--- src/rtl/bsdc_pkg.sv ---
// Shared types, constants and helpers for the click detector.
`timescale 1ns / 1ps
package bsdc_pkg;

   localparam int unsigned CountWidth  = 16;
   localparam int unsigned WindowWidth = 8;
   localparam int unsigned TdataWidth  = 8;

   localparam logic [WindowWidth-1:0] WindowReset = 8'd150;
   localparam logic [CountWidth-1:0]  CountMax    = 16'hFFFF;

   typedef enum logic [1:0] {
      EVENT_NONE   = 2'd0,
      EVENT_SINGLE = 2'd1,
      EVENT_DOUBLE = 2'd2
   } event_type;

   typedef struct packed {
      logic                  press_seen;
      logic                  press_counted;
      logic [1:0]            press_tally;
      logic [CountWidth-1:0] wait_ticks;
      logic [CountWidth-1:0] hold_ticks;
   } gesture_type;

   function automatic logic [CountWidth-1:0] sat_inc(input logic [CountWidth-1:0] v);
      sat_inc = (v == CountMax) ? CountMax : v + 1'b1;
   endfunction

endpackage

--- src/rtl/bsdc_core.sv ---
// Gesture state registers and the per-sample click classification logic.
`timescale 1ns / 1ps
module bsdc_core (
   input  logic                                   clock,
   input  logic                                   reset,
   input  logic                                   step_en,
   input  logic                                   key_level,
   input  logic [bsdc_pkg::WindowWidth-1:0]       click_window,
   output bsdc_pkg::event_type                    click_event
);
   import bsdc_pkg::*;

   gesture_type state_ff;
   gesture_type state_in;
   event_type   event_out;

   logic                  pressed;
   logic [CountWidth-1:0] hold_next;
   logic [CountWidth-1:0] wait_next;
   logic [CountWidth-1:0] win_ext;
   logic                  seen_next;
   logic                  counted_next;
   logic [1:0]            tally_next;

   assign pressed = ~key_level;
   assign win_ext = {{(CountWidth-WindowWidth){1'b0}}, click_window};

   always_comb begin
      hold_next    = pressed ? sat_inc(state_ff.hold_ticks) : '0;
      seen_next    = state_ff.press_seen | pressed;
      counted_next = state_ff.press_counted;
      tally_next   = state_ff.press_tally;
      wait_next    = sat_inc(state_ff.wait_ticks);

      state_in            = state_ff;
      state_in.hold_ticks = hold_next;
      event_out           = EVENT_NONE;

      if (!state_ff.press_counted && seen_next) begin
         tally_next   = state_ff.press_tally + 2'd1;
         counted_next = 1'b1;
      end

      if (!state_ff.press_counted && tally_next == 2'd2) begin
         // second press edge: report at once, skip release handling
         state_in.press_seen    = seen_next;
         state_in.press_counted = counted_next;
         state_in.press_tally   = 2'd0;
         state_in.wait_ticks    = '0;
         event_out              = EVENT_DOUBLE;
      end else begin
         state_in.press_seen    = pressed ? seen_next : 1'b0;
         state_in.press_counted = pressed ? counted_next : 1'b0;
         state_in.press_tally   = tally_next;
         if (tally_next == 2'd1) begin
            if (wait_next > win_ext && hold_next < win_ext) begin
               state_in.press_tally = 2'd0;
               state_in.wait_ticks  = '0;
               event_out            = EVENT_SINGLE;
            end else if (hold_next > win_ext) begin
               // held too long: drop the pending click
               state_in.press_tally = 2'd0;
               state_in.wait_ticks  = '0;
            end else begin
               state_in.wait_ticks  = wait_next;
            end
         end
      end
   end

   always_ff @(posedge clock) begin
      if (reset) begin
         state_ff <= '0;
      end else if (step_en) begin
         state_ff <= state_in;
      end
   end

   assign click_event = event_out;

endmodule

--- src/rtl/button_single_double_click_detector.sv ---
// Top level: stream ports, input and result registers, window register.
// An accepted req item passes the input register, then the result register, to rsp.
// Throughput: one item per cycle unless rsp stalls; the state updates once per item.
// A stalled rsp side holds the result register; req keeps flowing while it is empty.
// Reset (synchronous, active high) clears the gesture state and the pipeline valids,
// and loads click_window with 150.
`timescale 1ns / 1ps
module button_single_double_click_detector (
   input  logic                              clock,
   input  logic                              reset,
   input  logic                              req_tvalid,
   output logic                              req_tready,
   input  logic [bsdc_pkg::TdataWidth-1:0]   req_tdata,   // [0] key_level, [7:1] zero
   output logic                              rsp_tvalid,
   input  logic                              rsp_tready,
   output logic [bsdc_pkg::TdataWidth-1:0]   rsp_tdata,   // [1:0] click_event, [7:2] zero
   input  logic                              csr_wen,
   input  logic [bsdc_pkg::WindowWidth-1:0]  csr_wdata
);
   import bsdc_pkg::*;

   logic [WindowWidth-1:0] window_ff;
   logic                   in_valid_ff;
   logic                   in_level_ff;
   logic                   out_valid_ff;
   logic                   out_valid_in;
   event_type              out_event_ff;
   event_type              step_event;
   logic                   advance;
   logic                   step_en;

   assign advance    = ~out_valid_ff | rsp_tready;
   assign req_tready = ~in_valid_ff | advance;
   assign step_en    = in_valid_ff & advance;
   assign out_valid_in = advance ? in_valid_ff : out_valid_ff;

   always_ff @(posedge clock) begin
      if (reset) begin
         window_ff <= WindowReset;
      end else if (csr_wen) begin
         window_ff <= csr_wdata;
      end
   end

   always_ff @(posedge clock) begin
      if (reset) begin
         in_valid_ff  <= 1'b0;
         out_valid_ff <= 1'b0;
      end else begin
         if (req_tready) begin
            in_valid_ff <= req_tvalid;
         end
         out_valid_ff <= out_valid_in;
      end
   end

   // payload: load on accept, hold otherwise
   always_ff @(posedge clock) begin
      if (req_tvalid && req_tready) begin
         in_level_ff <= req_tdata[0];
      end
      if (step_en) begin
         out_event_ff <= step_event;
      end
   end

   bsdc_core u_core (
      .clock        (clock),
      .reset        (reset),
      .step_en      (step_en),
      .key_level    (in_level_ff),
      .click_window (window_ff),
      .click_event  (step_event)
   );

   assign rsp_tvalid = out_valid_ff;
   assign rsp_tdata  = {{(TdataWidth-2){1'b0}}, out_event_ff};

endmodule
--- config.mk ---
export PLATFORM = sky130hd
export DESIGN_NAME = button_single_double_click_detector
export DESIGN_NICKNAME = d
export VERILOG_FILES = /design/src/rtl/bsdc_pkg.sv /design/src/rtl/bsdc_core.sv /design/src/rtl/button_single_double_click_detector.sv
export SDC_FILE = /design/constraint.sdc
export NUM_CORES = 1
export LEC_CHECK = 0
export BUFFER_PORTS_ARGS = -buffer_cell sky130_fd_sc_hd__buf_2
export CORE_MARGIN = 4
export CORE_UTILIZATION = 64
export DETAILED_ROUTE_END_ITERATION = 12
export PLACE_DENSITY_LB_ADDON = 0.25
export SLEW_MARGIN = 20
export SYNTH_ARGS = -nofsm -noshare
export SYNTH_HDL_FRONTEND = slang
export SYNTH_SLANG_ARGS = --single-unit
--- constraint.sdc ---
create_clock -name clock -period 4.9 [get_ports clock]
set_input_delay 0.49 -clock clock [delete_from_list [all_inputs] [get_ports clock]]
set_output_delay 0.49 -clock clock [all_outputs]
set_load 0.02 [all_outputs]
==> results of run 1 <==
[cells by family (layout without fill, tap and decap cells)]
family          after synthesis  after routing  synth area share (%)
mux                          10             10                  3.16
fa+ha+maj                    18             18                  6.93
xor+xnor                     13             13                  3.51
simple gates                157            157                  26.3
flops                        49             49                  31.1
buf+inv                      41             40                  7.24
other cells                   1              6                 0.115
compound gates              108            108                  21.6
[worst register-to-register path, delay by kind of cell (launching register included)]
| family | cells | cell delay (ns) |
|---|---|---|
| AND/OR/NAND/NOR | 4 | 1.22 |
| AO/OA/AOI/OAI | 6 | 1.19 |
| adder cells (fa/ha/maj) | 2 | 0.53 |
| flip-flops | 1 | 0.43 |
| multiplexers | 1 | 0.41 |
[path summary, 6_finish.rpt]
kind	endpoint	depth (start not counted)	slack, ns	start
worst max-delay path	u_core.state_ff[17]	13	1.03	u_core.state_ff[0]
worst min-delay path	in_level_ff	1	0.36	req_tdata[0]
worst max register to register	u_core.state_ff[17]	13	1.03	u_core.state_ff[0]
worst min register to register	u_core.state_ff[34]	2	0.50	u_core.state_ff[35]
[state kept, by name (all words and copies together), names as in the netlist]
register / flops
u_core.state_ff: 36
window_ff: 8
in_valid_ff: 1
in_level_ff: 1
out_event_ff: 2
rsp_tvalid: 1
[layout by cell type, fill, tap and decap left out, drive strengths merged, types with 4 or more instances in the layout]
cell	netlist	layout
nand2	53	53
dfxtp	46	46
a21oi	35	35
nor2	25	25
o21ai	20	20
buf	18	19
ha	18	18
nand3	14	14
inv	13	13
a31oi	13	13
nand4	13	13
nor3	10	10
xnor2	8	8
mux2i	8	8
and3	7	7
o211ai	7	7
and4	7	7
a22o	7	7
nor2b	6	6
conb	1	6
clkbuf	9	6
nand2b	5	5
xor2	5	5
nor4	5	5
and2	4	4
a21o	4	4
a41oi	4	4
[report_power, final]
| group | internal (mW) | leakage [nW] | switching (mW) |
|---|---|---|---|
| registers | 0.411 | 0.402 | 0.00869 |
| logic | 0.0293 | 0.898 | 0.0498 |
| clock network | 0.0992 | 0.0450 | 0.132 |
| total | 0.539 | 1.35 | 0.191 |
[area by class of cell]
cell class	instances	share of cell area [%]
clock buffer	6	2.17
clock inverter	2	0.299
inverter	13	1.46
multi-input combinational	312	60.4
sequential	49	30.2
tap	67	2.50
timing repair buffer	19	2.99
[through the flow]
step	cells	instance area [sq um]	setup slack [ns]
floorplan	402	3270	1.64
global placement	460	3260	1.18
detailed placement	460	3260	1.14
CTS	468	3350	1.11
global route	468	3350	0.637
finish	468	3350	1.03
[metal layers]
metal	global-route usage, %	vias to the layer above
li1	-	1459
met5	0	-
met1	33.2	1333
met3	3.63	9
met4	7.73	0
met2	36.4	128
[synthesized netlist by cell type, types with 9 or more instances]
| cell type | n |
|---|---|
| o21ai_0 | 20 |
| nor3_1 | 9 |
| nand3_1 | 14 |
| nand2_1 | 53 |
| nor2_1 | 24 |
| dfxtp_1 | 46 |
| buf_4 | 9 |
| inv_1 | 13 |
| a31oi_1 | 13 |
| ha_1 | 18 |
| nand4_1 | 11 |
| a21oi_1 | 35 |
==> flow_summary.json, run 1 <==
{
  "status": "completed",
  "avgSynthCellArea_sq_um": 8.18,
  "fin_setup_tns_ns": 0,
  "vias": 2929,
  "cpPeakStageDelay_ns": 0.43,
  "coreArea_sq_mm": 0.00482,
  "area_growth_pct": 3.04,
  "placementRows": 25,
  "dp_hpwl_microns": 4980,
  "yosysTopAreaCellShare_pct": 28.4,
  "slew_headroom_pct": 32.1,
  "first_pass_iters": 5,
  "portBuffers": 17,
  "cts_buffer_depth": 2,
  "min_path_type": "input pin to flip-flop",
  "via_per_inst": 6.26,
  "worst_pin_slew_ns": 1.02,
  "overflow": 0,
  "wl_met1_microns": 3210,
  "netlist_area_sq_mm": 0.00325,
  "cts-root-buf": "clkbuf_8",
  "startpoint_type": "flip-flop",
  "synth.yosys.seq_area_share_pct": 31.1,
  "crit_type": "flip-flop to flip-flop",
  "gp_congestion": 0.869,
  "min_period_over_period_pct": 79.0,
  "postCtsSetupRepairBufs": 0,
  "multi_input_comb_area_sq_mm": 0.00202,
  "antenna_found_initial": 0,
  "rsz0062_at_grt": "false",
  "setup_viol": 0,
  "dr.max_layer_used": "met4",
  "clock-sinks": 49,
  "synthFlopType": "dfxtp_1",
  "crit_chain": "ha_1 > nand3_1 > nor3_2 > nand2_1 > a21oi_1 > ha_1 > a21o_1 > a21o_1 > a21oi_1 > o21ai_0 > mux2_2 > and2_1 > a22o_2",
  "layout-drive-gt1-share_pct": 11.5,
  "finalWirelength_microns": 6930,
  "ys_ff_latch": 49,
  "crit_buf_inv": 0,
  "cp_data_required_time_ns": 5.09,
  "met3_length_microns": 456,
  "drcViolationCount": 0,
  "synthArstFlopShare_pct": 0,
  "grt_max_degree": 30,
  "powerDensity_mw_per_mm2": 218,
  "cp_max_fo": 16,
  "max_clock_freq_ghz": 0.258,
  "die_x_microns": 79.2,
  "maxCapViolCount": 0,
  "path_clk_slew_ns": 0.09,
  "cp_slowest_cell": "dfxtp_1",
  "total_power_mw": 0.730,
  "synth_cell_type_count": 62,
  "dr.first_iter.drc_count": 293,
  "hold_viol": 0,
  "synth_warnings": 0,
  "grt_usage_pct": 23.5,
  "met2WireLength_microns": 3190,
  "fillers": 419,
  "critPathCaptureType": "flip-flop",
  "pin_count": 31,
  "synth_cells": 397,
  "ctsHoldBuffers": 0,
  "fp.dieH_microns": 79.2,
  "slew_viol_final": 0,
  "wl_per_cell_microns": 14.8,
  "synth_edf_count": 3,
  "holdWs_ns": 0.364,
  "cp.arrival_ns": 4.06,
  "seq_area_sq_mm": 0.00101,
  "initial_core_util_pct": 67.4,
  "cts_buffers": 5,
  "p_leak_nw": 1.35,
  "crit_family": "simple AND/OR/NAND/NOR gates",
  "ir_worst_vdd_v": 0.000199,
  "cts_resized": 0,
  "yosysTopAreaCell": "dfxtp_1",
  "htreeDepth": 2,
  "cts_tree": "yes",
  "detail-route-antenna-nets": 0,
  "finClkSkew_ns": 0.00803,
  "first_global_vias": 2638,
  "synth_area_leaders": "dfxtp_1, ha_1, nand2_1",
  "grt_pass1_wl_microns": 12100,
  "n_antenna_cell": 0,
  "finalNetCount": 439,
  "dieArea_sq_mm": 0.00628,
  "fin_crit_ns": 3.87,
  "finish.utilization_pct": 69.5,
  "clock_latency_ns": 0.30
}
No activity file was read; power rests on OpenSTA's default activity.
==> run 2, diff against run 1 <==
--- a/config.mk
+++ b/config.mk
@@ -7,7 +7,7 @@
 export LEC_CHECK = 0
 export BUFFER_PORTS_ARGS = -buffer_cell sky130_fd_sc_hd__buf_2
 export CORE_MARGIN = 4
-export CORE_UTILIZATION = 64
+export CORE_UTILIZATION = 60
 export DETAILED_ROUTE_END_ITERATION = 12
 export PLACE_DENSITY_LB_ADDON = 0.25
 export SLEW_MARGIN = 20
==> constraint.sdc (replaced) <==
create_clock -name clock -period 3.65 [get_ports clock]
set_input_delay 0.365 -clock clock [delete_from_list [all_inputs] [get_ports clock]]
set_output_delay 0.365 -clock clock [all_outputs]
set_load 0.02 [all_outputs]
==> flow_summary.json, run 2 (synthesis gave the netlist of run 1 again) <==
{
  "largest_register": "u_core.state_ff",
  "cts_tree": "yes",
  "rrSetupSlack_ns": 0.30,
  "hold_viol": 0,
  "startpoint_type": "flip-flop",
  "coreArea_sq_mm": 0.00517,
  "min_path_type": "input pin to flip-flop",
  "grt_usage_pct": 23.8,
  "max_clock_freq_ghz": 0.298,
  "crit_end": "u_core.state_ff[18]",
  "layout_common_cells": "nand2_1, dfxtp_1, a21oi_1",
  "vias": 2937,
  "dp_hpwl_microns": 5280,
  "dr.first_iter.drc_count": 278,
  "gp_congestion": 0.961,
  "area_growth_pct": 6.90,
  "finalWirelength_microns": 7250,
  "finish.utilization_pct": 67.1,
  "maxCapViolCount": 0,
  "r2r-start": "u_core.state_ff[17]",
  "clock-sinks": 49,
  "met2WireLength_microns": 3310,
  "die_x_microns": 81.6,
  "finClkSkew_ns": 0.00925,
  "worst_pin_slew_ns": 1.06,
  "n_antenna_cell": 0,
  "fillers": 451,
  "powerDensity_mw_per_mm2": 283,
  "startpoint": "u_core.state_ff[17]",
  "cts_buffers": 5,
  "hold_depth": 1,
  "fin_crit_ns": 3.35,
  "reg2reg_depth": 14,
  "met3_length_microns": 387,
  "grt_pass1_wl_microns": 12600,
  "initial_core_util_pct": 62.8,
  "cp.arrival_ns": 3.60,
  "wl_met1_microns": 3480,
  "dieArea_sq_mm": 0.00665,
  "overflow": 0,
  "layout-drive-gt1-share_pct": 15.2,
  "setup_viol": 0,
  "first_global_vias": 2795,
  "detail-route-antenna-nets": 0,
  "ctsHoldBuffers": 0,
  "p_leak_nw": 1.41,
  "wl_per_cell_microns": 15.0,
  "fp.dieH_microns": 81.6,
  "slew_viol_final": 0,
  "placementRows": 26,
  "fin_setup_tns_ns": 0,
  "path_clk_slew_ns": 0.08,
  "rsz0062_at_grt": "false",
  "htreeDepth": 2,
  "dr.max_layer_used": "met4",
  "final_common_cell": "nand2_1",
  "cts-root-buf": "clkbuf_8",
  "cts_buffer_depth": 2,
  "slew_headroom_pct": 29.4,
  "r2r-end": "u_core.state_ff[18]",
  "portBuffers": 17,
  "crit_type": "flip-flop to flip-flop",
  "largest_reg_flops": 36,
  "clock_latency_ns": 0.30,
  "min_period_over_period_pct": 91.9,
  "cp_max_fo": 7,
  "critPathCaptureType": "flip-flop",
  "via_per_inst": 6.06,
  "grt_max_degree": 30,
  "pin_count": 31,
  "antenna_found_initial": 0,
  "cp_data_required_time_ns": 3.89,
  "ir_worst_vdd_v": 0.000220,
  "finalNetCount": 453,
  "top_regs": "u_core.state_ff x36, window_ff x8, out_event_ff x2",
  "drcViolationCount": 0,
  "status": "completed",
  "first_pass_iters": 5
}
## run 2: changes by cell type in the layout (fill, tap and decap cells not counted)
cell      delta
nand2_1      -1
buf_4       +14
nor3_2       +1
a21oi_2      +1
nand2_2      +1
clkbuf_1     +1
nor4_2       +1
a21oi_1      -1
nor3_1       -1
nor4_1       -1
clkinv_2     -1
## run 2: layer usage
metal  global-route usage (%)  vias up
li1                         -     1481
met1                     33.5     1347
met2                     37.8      100
met3                     3.84        9
met5                        0        -
met4                     6.31        0
## run 2: what timing repair did
item	4_1_cts	5_1_grt
buffers inserted	0	0
setup endpoints to repair	0	17
gates resized for setup	0	4
## run 2: per-stage QoR
stage               instances  power, mW  instance area [sq um]  worst slack (ns)  hold slack, ns
floorplan                 402      0.658                   3270             0.394           0.460
global placement          477      0.682                   3370             0.252           0.480
detailed placement        477      0.687                   3370            0.0939           0.493
CTS                       485      0.995                   3450            0.0662           0.237
global route              485       1.03                   3470            0.0242           0.229
finish                    485      0.983                   3470             0.296           0.247
## run 2: worst min path at each step
stage | startpoint | slack (ns) | endpoint
global route | req_tdata[0] | 0.23 | in_level_ff
floorplan | window_ff[3] | 0.46 | window_ff[3]
global placement | window_ff[3] | 0.48 | window_ff[3]
detailed placement | window_ff[3] | 0.49 | window_ff[3]
finish | req_tdata[0] | 0.25 | in_level_ff
CTS | req_tdata[0] | 0.24 | in_level_ff
## run 2: cell type report
type / instances / area [sq um] / area share [%]
timing repair buffer: 33 / 205 / 5.91
clock inverter: 1 / 5.00 / 0.144
clock buffer: 7 / 76.3 / 2.20
sequential: 49 / 1010 / 29.1
tap: 70 / 87.6 / 2.52
multi-input combinational: 312 / 2040 / 58.7
inverter: 13 / 48.8 / 1.41
## run 2: power breakdown
part / switching (mW) / internal [mW] / leakage [nW] / total (mW)
sequential: 0.00992 / 0.551 / 0.402 / 0.561
clock: 0.172 / 0.135 / 0.0422 / 0.307
combinational: 0.0717 / 0.0432 / 0.968 / 0.115
total: 0.254 / 0.729 / 1.41 / 0.983
## run 2: critical path: stages, from the launching register on
cell and delay, ns:
dfxtp_1 0.41, ha_1 0.24, nand3_1 0.14, nor3_2 0.25
nand2_1 0.19, buf_4 0.21, nand2_1 0.09, ha_1 0.26
a21oi_1 0.15, o21ai_0 0.10, o22a_1 0.22, nor4_2 0.30
mux2_2 0.24, and2_1 0.31, a22o_2 0.20
==> run 3, diff against run 2 <==
--- a/config.mk
+++ b/config.mk
@@ -7,7 +7,7 @@
 export LEC_CHECK = 0
 export BUFFER_PORTS_ARGS = -buffer_cell sky130_fd_sc_hd__buf_2
 export CORE_MARGIN = 4
-export CORE_UTILIZATION = 60
+export CORE_UTILIZATION = 55
 export DETAILED_ROUTE_END_ITERATION = 12
 export PLACE_DENSITY_LB_ADDON = 0.25
 export SLEW_MARGIN = 20
==> flow_summary.json, run 3 (synthesis gave the netlist of run 1 again) <==
{
  "powerDensity_mw_per_mm2": 302,
  "layout-drive-gt1-share_pct": 14.2,
  "vias": 2972,
  "fin_setup_tns_ns": 0,
  "rsz0062_at_grt": "false",
  "pin_count": 31,
  "cts_tree": "yes",
  "cts_buffers": 5,
  "wl_met1_microns": 3280,
  "coreArea_sq_mm": 0.00561,
  "placementRows": 27,
  "ctsHoldBuffers": 0,
  "layout_common_cells": "nand2_1, dfxtp_1, a21oi_1",
  "top_regs": "u_core.state_ff x36, window_ff x8, out_event_ff x2",
  "wl_per_cell_microns": 14.5,
  "first_pass_iters": 5,
  "grt_max_degree": 30,
  "largest_register": "u_core.state_ff",
  "crit_type": "flip-flop to flip-flop",
  "max_clock_freq_ghz": 0.300,
  "grt_usage_pct": 19.8,
  "p_int_mw": 0.788,
  "area_growth_pct": 6.51,
  "design_area_sq_mm": 0.00346,
  "met2WireLength_microns": 3160,
  "dr.max_layer_used": "met4",
  "drcViolationCount": 0,
  "sequentialPowerShare_pct": 53.6,
  "maxCapViolCount": 0,
  "holdWs_ns": 0.239,
  "total_power_mw": 1.05,
  "min_path_type": "input pin to flip-flop",
  "p_sw_mw": 0.259,
  "finalWirelength_microns": 6960,
  "finalNetCount": 447,
  "portBuffers": 17,
  "met3_length_microns": 413,
  "cp_data_required_time_ns": 3.88,
  "antenna_found_initial": 0,
  "slew_headroom_pct": 30.2,
  "grt_pass1_wl_microns": 11800,
  "worst_pin_slew_ns": 1.04,
  "dpl_cell_area_sq_mm": 0.00333,
  "dieArea_sq_mm": 0.00720,
  "clock_power_share_pct": 35.9,
  "dp_hpwl_microns": 4980,
  "swShare_pct": 24.7,
  "dr.first_iter.drc_count": 298,
  "clock-sinks": 49,
  "fp.dieH_microns": 84.9,
  "min_period_over_period_pct": 91.3,
  "combPwrFrac_pct": 10.5,
  "fin_crit_ns": 3.33,
  "reg2reg_depth": 16,
  "setup_viol": 0,
  "htreeDepth": 2,
  "cp.arrival_ns": 3.56,
  "gp_congestion": 0.945,
  "overflow": 0,
  "ir_worst_vdd_v": 0.000293,
  "n_antenna_cell": 0,
  "hold_depth": 1,
  "finClkSkew_ns": 0.00827,
  "critPathCaptureType": "flip-flop",
  "cts-root-buf": "clkbuf_8",
  "final_common_cell": "nand2_1",
  "slew_viol_final": 0,
  "initial_core_util_pct": 57.9,
  "fillers": 514,
  "p_leak_nw": 1.40,
  "final_cells": 481,
  "die_x_microns": 84.9,
  "postCtsSetupRepairBufs": 0,
  "clock_latency_ns": 0.30,
  "cts_buffer_depth": 2,
  "largest_reg_flops": 36,
  "status": "completed",
  "detail-route-antenna-nets": 0,
  "cp_max_fo": 11,
  "path_clk_slew_ns": 0.09,
  "via_per_inst": 6.18,
  "dp_cells": 473,
  "startpoint_type": "flip-flop",
  "hold_viol": 0,
  "first_global_vias": 2611
}
-- run 3: cell count changes in the layout (fill, tap and decap cells not counted) --
cell       before  now
buf_4          16   10
clkinv_2        1    0
o21ai_1         0    1
o21ai_0        20   19
clkbuf_16       0    1
clkbuf_1        2    1
clkbuf_8        5    6
-- run 3: final timing paths --
check | slack (ns) | start | to
setup reg to reg | 0.32 | u_core.state_ff[16] | u_core.state_ff[16]
hold / removal | 0.24 | req_tdata[0] | in_level_ff
hold reg to reg | 0.49 | u_core.state_ff[35] | u_core.state_ff[34]
setup / recovery | 0.32 | u_core.state_ff[16] | u_core.state_ff[16]
-- run 3: power by group through the flow --
| stage | Sequential, mW | Combinational [mW] | Clock, mW |
|---|---|---|---|
| after detailed placement | 0.573 | 0.110 | 0 |
| after global placement | 0.572 | 0.107 | 0 |
| after CTS | 0.560 | 0.111 | 0.390 |
| after floorplan | 0.572 | 0.0859 | 0 |
| final | 0.560 | 0.110 | 0.376 |
| after global routing | 0.563 | 0.126 | 0.412 |
-- run 3: critical path, stage by stage (launching register included) --
cell and delay (ns):
dfxtp_1 0.41, ha_1 0.22, nand3_1 0.19, nor3_2 0.30, nand2_1 0.09, buf_4 0.18
nand2b_1 0.11, ha_1 0.24, nor2b_1 0.13, o211ai_1 0.15, a21oi_1 0.09, o22a_1 0.19
nor4_2 0.25, mux2_2 0.23, buf_4 0.17, nand2_1 0.12, o21ai_0 0.19
-- run 3: final cells by class --
type / count / area (sq um) / share of cell area (%)
clock buffer: 8 / 111 / 3.22
inverter: 13 / 48.8 / 1.41
multi-input combinational: 312 / 2040 / 58.9
sequential: 49 / 1010 / 29.2
tap: 72 / 90.1 / 2.60
timing repair buffer: 27 / 160 / 4.63
-- run 3: layer usage --
metal	global-route usage [%]	vias up
met2	33.0	113
met5	0	-
li1	-	1479
met3	3.30	13
met1	26.1	1367
met4	6.33	0
-- run 3: per-stage QoR --
| stage | setup WS [ns] | utilization (%) |
|---|---|---|
| final | 0.317 | 61.7 |
| after global routing | 0.0229 | 61.7 |
| after CTS | 0.136 | 61.4 |
| after detailed placement | 0.179 | 59.4 |
| after global placement | 0.271 | 59.4 |
| after floorplan | 0.394 | - |
-- run 3: what timing repair did --
item / 4_1_cts / 5_1_grt
setup endpoints to repair: 0 / 16
endpoints found under the hold margin: 0 / 0
resized for setup: 0 / 5
